==> src/hw/rtl/ksib_pkg.sv <==
// ----------------------------------------------------------------------------
// ksib_pkg
// Shared types and codes for the two-level search index builder: the request
// and result payloads, command and result-kind codes, and the controller to
// datapath command and status bundles.
// ----------------------------------------------------------------------------
package ksib_pkg;

   localparam int MULT_W = 5;
   localparam int SLOT_W = 4;
   localparam int CFG_W  = 9;

   // Command codes of a request.
   localparam logic [1:0] CMD_LOAD   = 2'd0;
   localparam logic [1:0] CMD_LEVEL0 = 2'd1;
   localparam logic [1:0] CMD_REGION = 2'd2;

   // Result kinds.
   localparam logic [1:0] KIND_LEVEL0 = 2'd0;
   localparam logic [1:0] KIND_LEVEL1 = 2'd1;
   localparam logic [1:0] KIND_BASE   = 2'd2;

   // Register index taken from the word address of the configuration port.
   localparam logic REG_SEGMENT_COUNT = 1'b0;

   typedef struct packed {
      logic [1:0]  cmd;
      logic [8:0]  knot_index;
      logic [31:0] knot_value;
      logic [3:0]  region;
   } req_type;

   typedef struct packed {
      logic [1:0]  table_kind;
      logic [3:0]  slot;
      logic [31:0] value;
      logic        last;
   } rsp_type;

   // Work issued into the datapath pipeline.
   typedef enum logic [2:0] {
      OP_PRE_S,
      OP_PRE_E,
      OP_SEP0,
      OP_SEP1,
      OP_BASE
   } op_type;

   typedef struct packed {
      logic              load_en;
      logic              clear_bounds;
      logic              issue;
      op_type            op;
      logic [MULT_W-1:0] mult;
      logic [SLOT_W-1:0] slot;
      logic              last;
   } dp_cmd_type;

   typedef struct packed {
      logic bounds_ready;
      logic pipe_idle;
   } dp_status_type;

endpackage

==> src/hw/rtl/ksib_ctrl.sv <==
// ----------------------------------------------------------------------------
// ksib_ctrl
// Command sequencer: accepts requests, issues the region bound divisions and
// then one separator or base computation per cycle into the datapath.
// ----------------------------------------------------------------------------
module ksib_ctrl #(
   parameter int KEYS_PER_NODE  = 8,
   parameter int FANOUT         = 9,
   parameter int LEVEL1_REGIONS = 9
) (
   input  logic                   clock,
   input  logic                   reset,
   input  logic                   start,
   output logic                   busy,
   input  ksib_pkg::req_type      req_data,
   input  ksib_pkg::dp_status_type status,
   output ksib_pkg::dp_cmd_type   dp_cmd
);
   import ksib_pkg::*;

   localparam int CNT_W = 5;
   localparam logic [CNT_W-1:0] LAST_L0  = CNT_W'(KEYS_PER_NODE - 1);
   localparam logic [CNT_W-1:0] SEP_N    = CNT_W'(KEYS_PER_NODE);
   localparam logic [CNT_W-1:0] LAST_REG = CNT_W'(KEYS_PER_NODE + FANOUT - 1);

   typedef enum logic [4:0] {
      ST_IDLE  = 5'b00001,
      ST_PRE   = 5'b00010,
      ST_WAIT  = 5'b00100,
      ST_ISSUE = 5'b01000,
      ST_DRAIN = 5'b10000
   } state_type;

   state_type        state_ff, state_in;
   logic [1:0]       cmd_ff, cmd_in;
   logic [3:0]       region_ff, region_in;
   logic [CNT_W-1:0] cnt_ff, cnt_in;
   logic             accept;
   logic [CNT_W-1:0] base_idx;

   assign busy     = (state_ff != ST_IDLE);
   assign accept   = start && !busy;
   assign base_idx = cnt_ff - SEP_N;

   always_comb begin
      state_in  = state_ff;
      cmd_in    = cmd_ff;
      region_in = region_ff;
      cnt_in    = cnt_ff;

      dp_cmd              = '0;
      dp_cmd.op           = OP_SEP0;
      dp_cmd.load_en      = accept && (req_data.cmd == CMD_LOAD);
      dp_cmd.clear_bounds = accept;

      unique case (state_ff)
         ST_IDLE: begin
            if (accept) begin
               cmd_in    = req_data.cmd;
               region_in = req_data.region;
               cnt_in    = '0;
               if (req_data.cmd == CMD_LEVEL0) begin
                  state_in = ST_ISSUE;
               end else if (req_data.cmd == CMD_REGION &&
                            {1'b0, req_data.region} < 5'(LEVEL1_REGIONS)) begin
                  state_in = ST_PRE;
               end
            end
         end
         ST_PRE: begin
            // Region start first, then region end.
            dp_cmd.issue = 1'b1;
            if (cnt_ff == '0) begin
               dp_cmd.op   = OP_PRE_S;
               dp_cmd.mult = {1'b0, region_ff};
               cnt_in      = cnt_ff + 1'b1;
            end else begin
               dp_cmd.op   = OP_PRE_E;
               dp_cmd.mult = {1'b0, region_ff} + 5'd1;
               cnt_in      = '0;
               state_in    = ST_WAIT;
            end
         end
         ST_WAIT: begin
            if (status.bounds_ready) begin
               state_in = ST_ISSUE;
            end
         end
         ST_ISSUE: begin
            dp_cmd.issue = 1'b1;
            if (cmd_ff == CMD_LEVEL0) begin
               dp_cmd.op   = OP_SEP0;
               dp_cmd.slot = SLOT_W'(cnt_ff);
               dp_cmd.mult = MULT_W'(cnt_ff + 1'b1);
               dp_cmd.last = (cnt_ff == LAST_L0);
            end else if (cnt_ff < SEP_N) begin
               dp_cmd.op   = OP_SEP1;
               dp_cmd.slot = SLOT_W'(cnt_ff);
               dp_cmd.mult = MULT_W'(cnt_ff + 1'b1);
            end else begin
               dp_cmd.op   = OP_BASE;
               dp_cmd.slot = SLOT_W'(base_idx);
               dp_cmd.mult = MULT_W'(base_idx);
               dp_cmd.last = (cnt_ff == LAST_REG);
            end
            if (dp_cmd.last) begin
               state_in = ST_DRAIN;
            end else begin
               cnt_in = cnt_ff + 1'b1;
            end
         end
         ST_DRAIN: begin
            if (status.pipe_idle) begin
               state_in = ST_IDLE;
            end
         end
         default: begin
            state_in = ST_IDLE;
         end
      endcase
   end

   always_ff @(posedge clock) begin
      if (reset) begin
         state_ff <= ST_IDLE;
         cnt_ff   <= '0;
      end else begin
         state_ff <= state_in;
         cnt_ff   <= cnt_in;
      end
      cmd_ff    <= cmd_in;
      region_ff <= region_in;
   end

endmodule

==> config.mk <==
export PLATFORM = sky130hd
export DESIGN_NAME = ksib_ctrl
export DESIGN_NICKNAME = d
export VERILOG_FILES = /design/src/hw/rtl/ksib_pkg.sv /design/src/hw/rtl/ksib_ctrl.sv
export SDC_FILE = /design/constraint.sdc
export NUM_CORES = 1
export LEC_CHECK = 0
export BUFFER_PORTS_ARGS = -buffer_cell sky130_fd_sc_hd__buf_4
export CAP_MARGIN = 30
export CORE_MARGIN = 5
export CORE_UTILIZATION = 31
export CTS_CLUSTER_DIAMETER = 30
export DETAILED_ROUTE_END_ITERATION = 7
export MAX_ROUTING_LAYER = met4
export PLACE_DENSITY = 0.68
export SYNTH_ARGS = -nofsm -noshare
export SYNTH_HDL_FRONTEND = slang
export SYNTH_SLANG_ARGS = --single-unit
==> constraint.sdc <==
create_clock -name clock -period 5 [get_ports clock]
set_input_delay 0 -clock clock [delete_from_list [all_inputs] [get_ports clock]]
set_output_delay 0 -clock clock [all_outputs]
set_load 0.01 [all_outputs]
==> impl_results.rst <==
.. list-table::
   :header-rows: 1

   * - Metric
     - Value
   * - Status
     - finished clean
   * - Clock slew seen by the registers of the worst setup and hold paths
     - 0.06 ns
   * - I/O Pins
     - 69
   * - Routed WL per cell
     - 12.4 um
   * - Ordered cell list for the critical path
     - inv_1, ha_1, or4b_1, nand4_1, xor2_1, o22ai_1, buf_4
   * - Number of remaining DRC errors
     - 0
   * - Share of power burned in combinational logic
     - 0.392
   * - Diode count
     - 0
   * - Initial antenna violation count
     - 0
   * - Peak per-stage delay on the critical path
     - 0.60 ns
   * - Overall die width
     - 73.1 um
   * - Int Power
     - 0.000299 W
   * - Fraction of the mapped netlist area in simple logic gates
     - 0.290
   * - Fraction of power spent switching nets
     - 0.350
   * - Non-filler instance count after layout
     - 224
   * - Number of nets at the end of the flow
     - 232
   * - Unrepaired setup endpoints after global routing
     - false
   * - Critical path startpoint category
     - register
   * - Root Buffer Master
     - sky130_fd_sc_hd__clkbuf_8
   * - Part of the cycle the worst path needs
     - 0.425
   * - Detailed-routing iteration count for the pre-antenna-repair pass
     - 4
   * - Total placed cells including tap cells
     - 213
   * - Crit path capture type
     - output port
   * - Number of nets with antenna violations after detailed routing
     - 0
   * - Mean instance size in the synthesized netlist
     - 8.52 um^2
   * - Total Neg Setup Slack
     - 0 ns
   * - HPWL after detailed placement
     - 2190 um
   * - Count of port buffers added during placement
     - 27
   * - Number of buffers between clock root and the deepest sink
     - 2
   * - Number of synthesized flops with an enable pin
     - 6
   * - Sequential share of the synthesized area
     - 0.308
   * - Share of post-route cells with drive strength above 1
     - 0.236
   * - Actual slew at the worst max-slew pin
     - 0.622 ns
   * - Maximum achievable frequency
     - 471 MHz
   * - Starting DRC count in detailed routing
     - 78
   * - Number of hold violations in the final report
     - 0
   * - Combined buffer and inverter count along the critical path
     - 2
   * - Net Count, Synth
     - 202
   * - Synthesized-area fraction occupied by xor and xnor cells
     - 0.0496
   * - Post-CTS sizing
     - 0
   * - Clock insertion delay at the later pin of the skew report
     - 0.25 ns
   * - Max-cap violations
     - 0
   * - Worst clock skew
     - 0.00404 ns
   * - Final critical-path required period
     - 2.12 ns
   * - Standard cell with the maximum stage delay on the critical path
     - sky130_fd_sc_hd__or4b_1
   * - Post-synthesis compound-gate area fraction
     - 0.207
   * - Number of rows in the core area
     - 23
   * - GRT overflow
     - 0
   * - Number of instances in the synthesized netlist
     - 145
   * - Flip-flop cell with the highest count after synthesis
     - sky130_fd_sc_hd__dfxtp_1
   * - Summed instance area of the synthesized netlist
     - 1230 um^2
   * - Core area
     - 3940 um^2
   * - Initial standard-cell utilization of the core
     - 0.313
   * - Reg power frac
     - 0.393
   * - Kind of critical path
     - register to output port
   * - Async set-or-reset flop fraction in the synthesized netlist
     - 0
   * - Max-slew violation count
     - 0
   * - CP max FO
     - 6
   * - Synthesis warning total
     - 0
   * - Total Die Area
     - 5350 um^2
   * - Peak supply drop
     - 97.1 uV
   * - Sw power
     - 0.000161 W
   * - Power density cells
     - 295 nW/um^2
   * - Detail-routed via count per cell
     - 5.17
   * - Number of distinct library cells after synthesis
     - 50
   * - Normalized max-slew margin
     - 0.584
   * - Final weighted congestion in routability-driven placement
     - 0.836
   * - Cell class contributing the biggest share of worst-path delay
     - simple AND/OR/NAND/NOR gates
   * - Max H-tree Level
     - 1
   * - Total routed wirelength
     - 2770 um
   * - Setup Viol. Count Final
     - 0
   * - TritonCTS clock tree
     - yes
   * - Leakage
     - 0.627 nW
   * - Vias in the first global route
     - 1,029
   * - Clock network fraction of total power
     - 0.215
   * - Total GRT Usage
     - 0.112
   * - Main combinational cell family by area after synthesis
     - simple AND/OR/NAND/NOR gates
   * - Number of clock buffers inserted by TritonCTS
     - 3
   * - Synthesis-to-layout area growth
     - 26.0%
   * - Path category of the worst min-delay check
     - input pin to register
   * - Maximum number of pins on one net before global-route repair
     - 17
   * - Wire length of the first global-routing pass
     - 4620 um
   * - Clock sink count
     - 16
   * - Required time at the worst-slack endpoint
     - 5.00 ns
   * - Post-synthesis share of cell area spent on full adders, half adders and majority gates
     - 0.0507
   * - Fraction of synthesized area in multiplexers
     - 0.0162
   * - Number of storage elements in the synthesis netlist
     - 16
   * - Die Y-Extent
     - 73.1 um
   * - Vias
     - 1,159
   * - Critical path arrival
     - 2.12 ns
[cell type report]
class	instances	area [um^2]
fillers	393	2390
clock inverters	1	3.75
inverters	9	38.8
well taps	50	62.6
multi-input cells	111	757
repair buffers	34	273
flip-flops and latches	16	380
clock buffers	3	41.3
[synth_stat cells (all sizes together), types with 2 or more instances]
library cell	n	area share
nand2	12	0.039
nor2	12	0.036
a21oi	10	0.041
dfxtp	10	0.16
inv	8	0.024
nand2b	7	0.035
o21ai	7	0.028
buf	6	0.037
edfxtp	6	0.15
ha	5	0.051
nand3	5	0.024
nor3	5	0.029
o22ai	5	0.025
xnor2	5	0.035
clkbuf	3	0.010
nand4	3	0.015
a211o	2	0.014
a32o	2	0.016
mux2i	2	0.016
nand3b	2	0.012
nor2b	2	0.010
nor3b	2	0.016
o31a	2	0.014
o32ai	2	0.014
or2	2	0.010
xor2	2	0.014
[worst reg2reg max path, cell delays in order (launching register included)]
cell and delay, ns:
sky130_fd_sc_hd__dfxtp_1 0.42, sky130_fd_sc_hd__ha_1 0.28, sky130_fd_sc_hd__nand2_1 0.07, sky130_fd_sc_hd__or4_4 0.49
sky130_fd_sc_hd__a21o_1 0.23, sky130_fd_sc_hd__clkinv_4 0.09, sky130_fd_sc_hd__nor3b_2 0.06, sky130_fd_sc_hd__a41o_1 0.26
[per-layer routing]
metal,share of wire,up-vias,track usage
met3,0.072,4,0.0138
met5,0,-,-
met1,0.45,525,0.145
met2,0.46,38,0.175
li1,-,592,-
met4,0.018,0,0.0451
[logic make-up (layout without fill, tap and decap cells)]
kind of cell | Yosys count | count (layout)
XOR/XNOR | 7 | 7
AND/OR/NAND/NOR | 60 | 60
adder cells (fa/ha/maj) | 5 | 5
AO/OA/AOI/OAI | 37 | 37
flip-flops | 16 | 16
multiplexers | 2 | 2
buffers and inverters | 18 | 47
[power groups by stage]
stage / logic (W) / registers (W) / clock network [W]
after floorplan: 0.000138 / 0.000172 / 0
after global placement: 0.000176 / 0.000183 / 0
after detailed placement: 0.000176 / 0.000184 / 0
after CTS: 0.000182 / 0.000181 / 0.000100
after global routing: 0.000200 / 0.000186 / 0.000107
final: 0.000180 / 0.000181 / 0.0000989
[what timing repair did]
item,CTS,global route
hold buffers,7,0
setup buffers,0,0
hold endpoints to repair,9,0
[final timing paths]
path                              endpoint                    from  cells past startpoint  slack (ns)
hold reg to reg     cnt_ff[1]$_SDFFE_PP0P_  cnt_ff[1]$_SDFFE_PP0P_                      2        0.54
hold / removal    state_ff[4]$_SDFFE_PP0P_               status[0]                      3        0.07
setup reg to reg    cnt_ff[2]$_SDFFE_PP0P_  cnt_ff[0]$_SDFFE_PP0P_                      7        3.00
setup / recovery                 dp_cmd[8]  cnt_ff[0]$_SDFFE_PP0P_                      7        2.88
[stage by stage]
| stage | utilization | instance area (um^2) | setup slack, ns | hold WS, ns | power (W) |
|---|---|---|---|---|---|
| CTS | 0.395 | 1560 | 2.89 | 0.0733 | 0.000463 |
| detailed placement | 0.366 | 1440 | 3.01 | 0.190 | 0.000361 |
| finish | 0.395 | 1560 | 2.88 | 0.0693 | 0.000460 |
| global placement | 0.366 | 1440 | 3.02 | 0.191 | 0.000359 |
| floorplan | - | 1230 | 3.17 | 0.0495 | 0.000311 |
| global route | 0.395 | 1560 | 2.75 | 0.0935 | 0.000493 |
[flip-flops by register name, indices dropped and copies added (netlist names)]
| register | count |
|---|---|
| cmd_ff | 2 |
| state_ff | 5 |
| region_ff | 4 |
| cnt_ff | 5 |
[layout by cell type (no fill, tap or decap), types with 3 or more instances in the layout]
cell type                       instances
sky130_fd_sc_hd__nand4_1                3
sky130_fd_sc_hd__nor3_1                 4
sky130_fd_sc_hd__nand2_1               11
sky130_fd_sc_hd__o22ai_1                5
sky130_fd_sc_hd__buf_4                 27
sky130_fd_sc_hd__a21oi_1               10
sky130_fd_sc_hd__nor2_1                12
sky130_fd_sc_hd__dfxtp_1               10
sky130_fd_sc_hd__xnor2_1                5
sky130_fd_sc_hd__inv_1                  8
sky130_fd_sc_hd__nand2b_1               7
sky130_fd_sc_hd__nand3_1                4
sky130_fd_sc_hd__clkbuf_8               3
sky130_fd_sc_hd__ha_1                   5
sky130_fd_sc_hd__dlygate4sd3_1          7
sky130_fd_sc_hd__edfxtp_1               6
sky130_fd_sc_hd__o21ai_0                7
No activity file was read; power rests on OpenSTA's default activity.
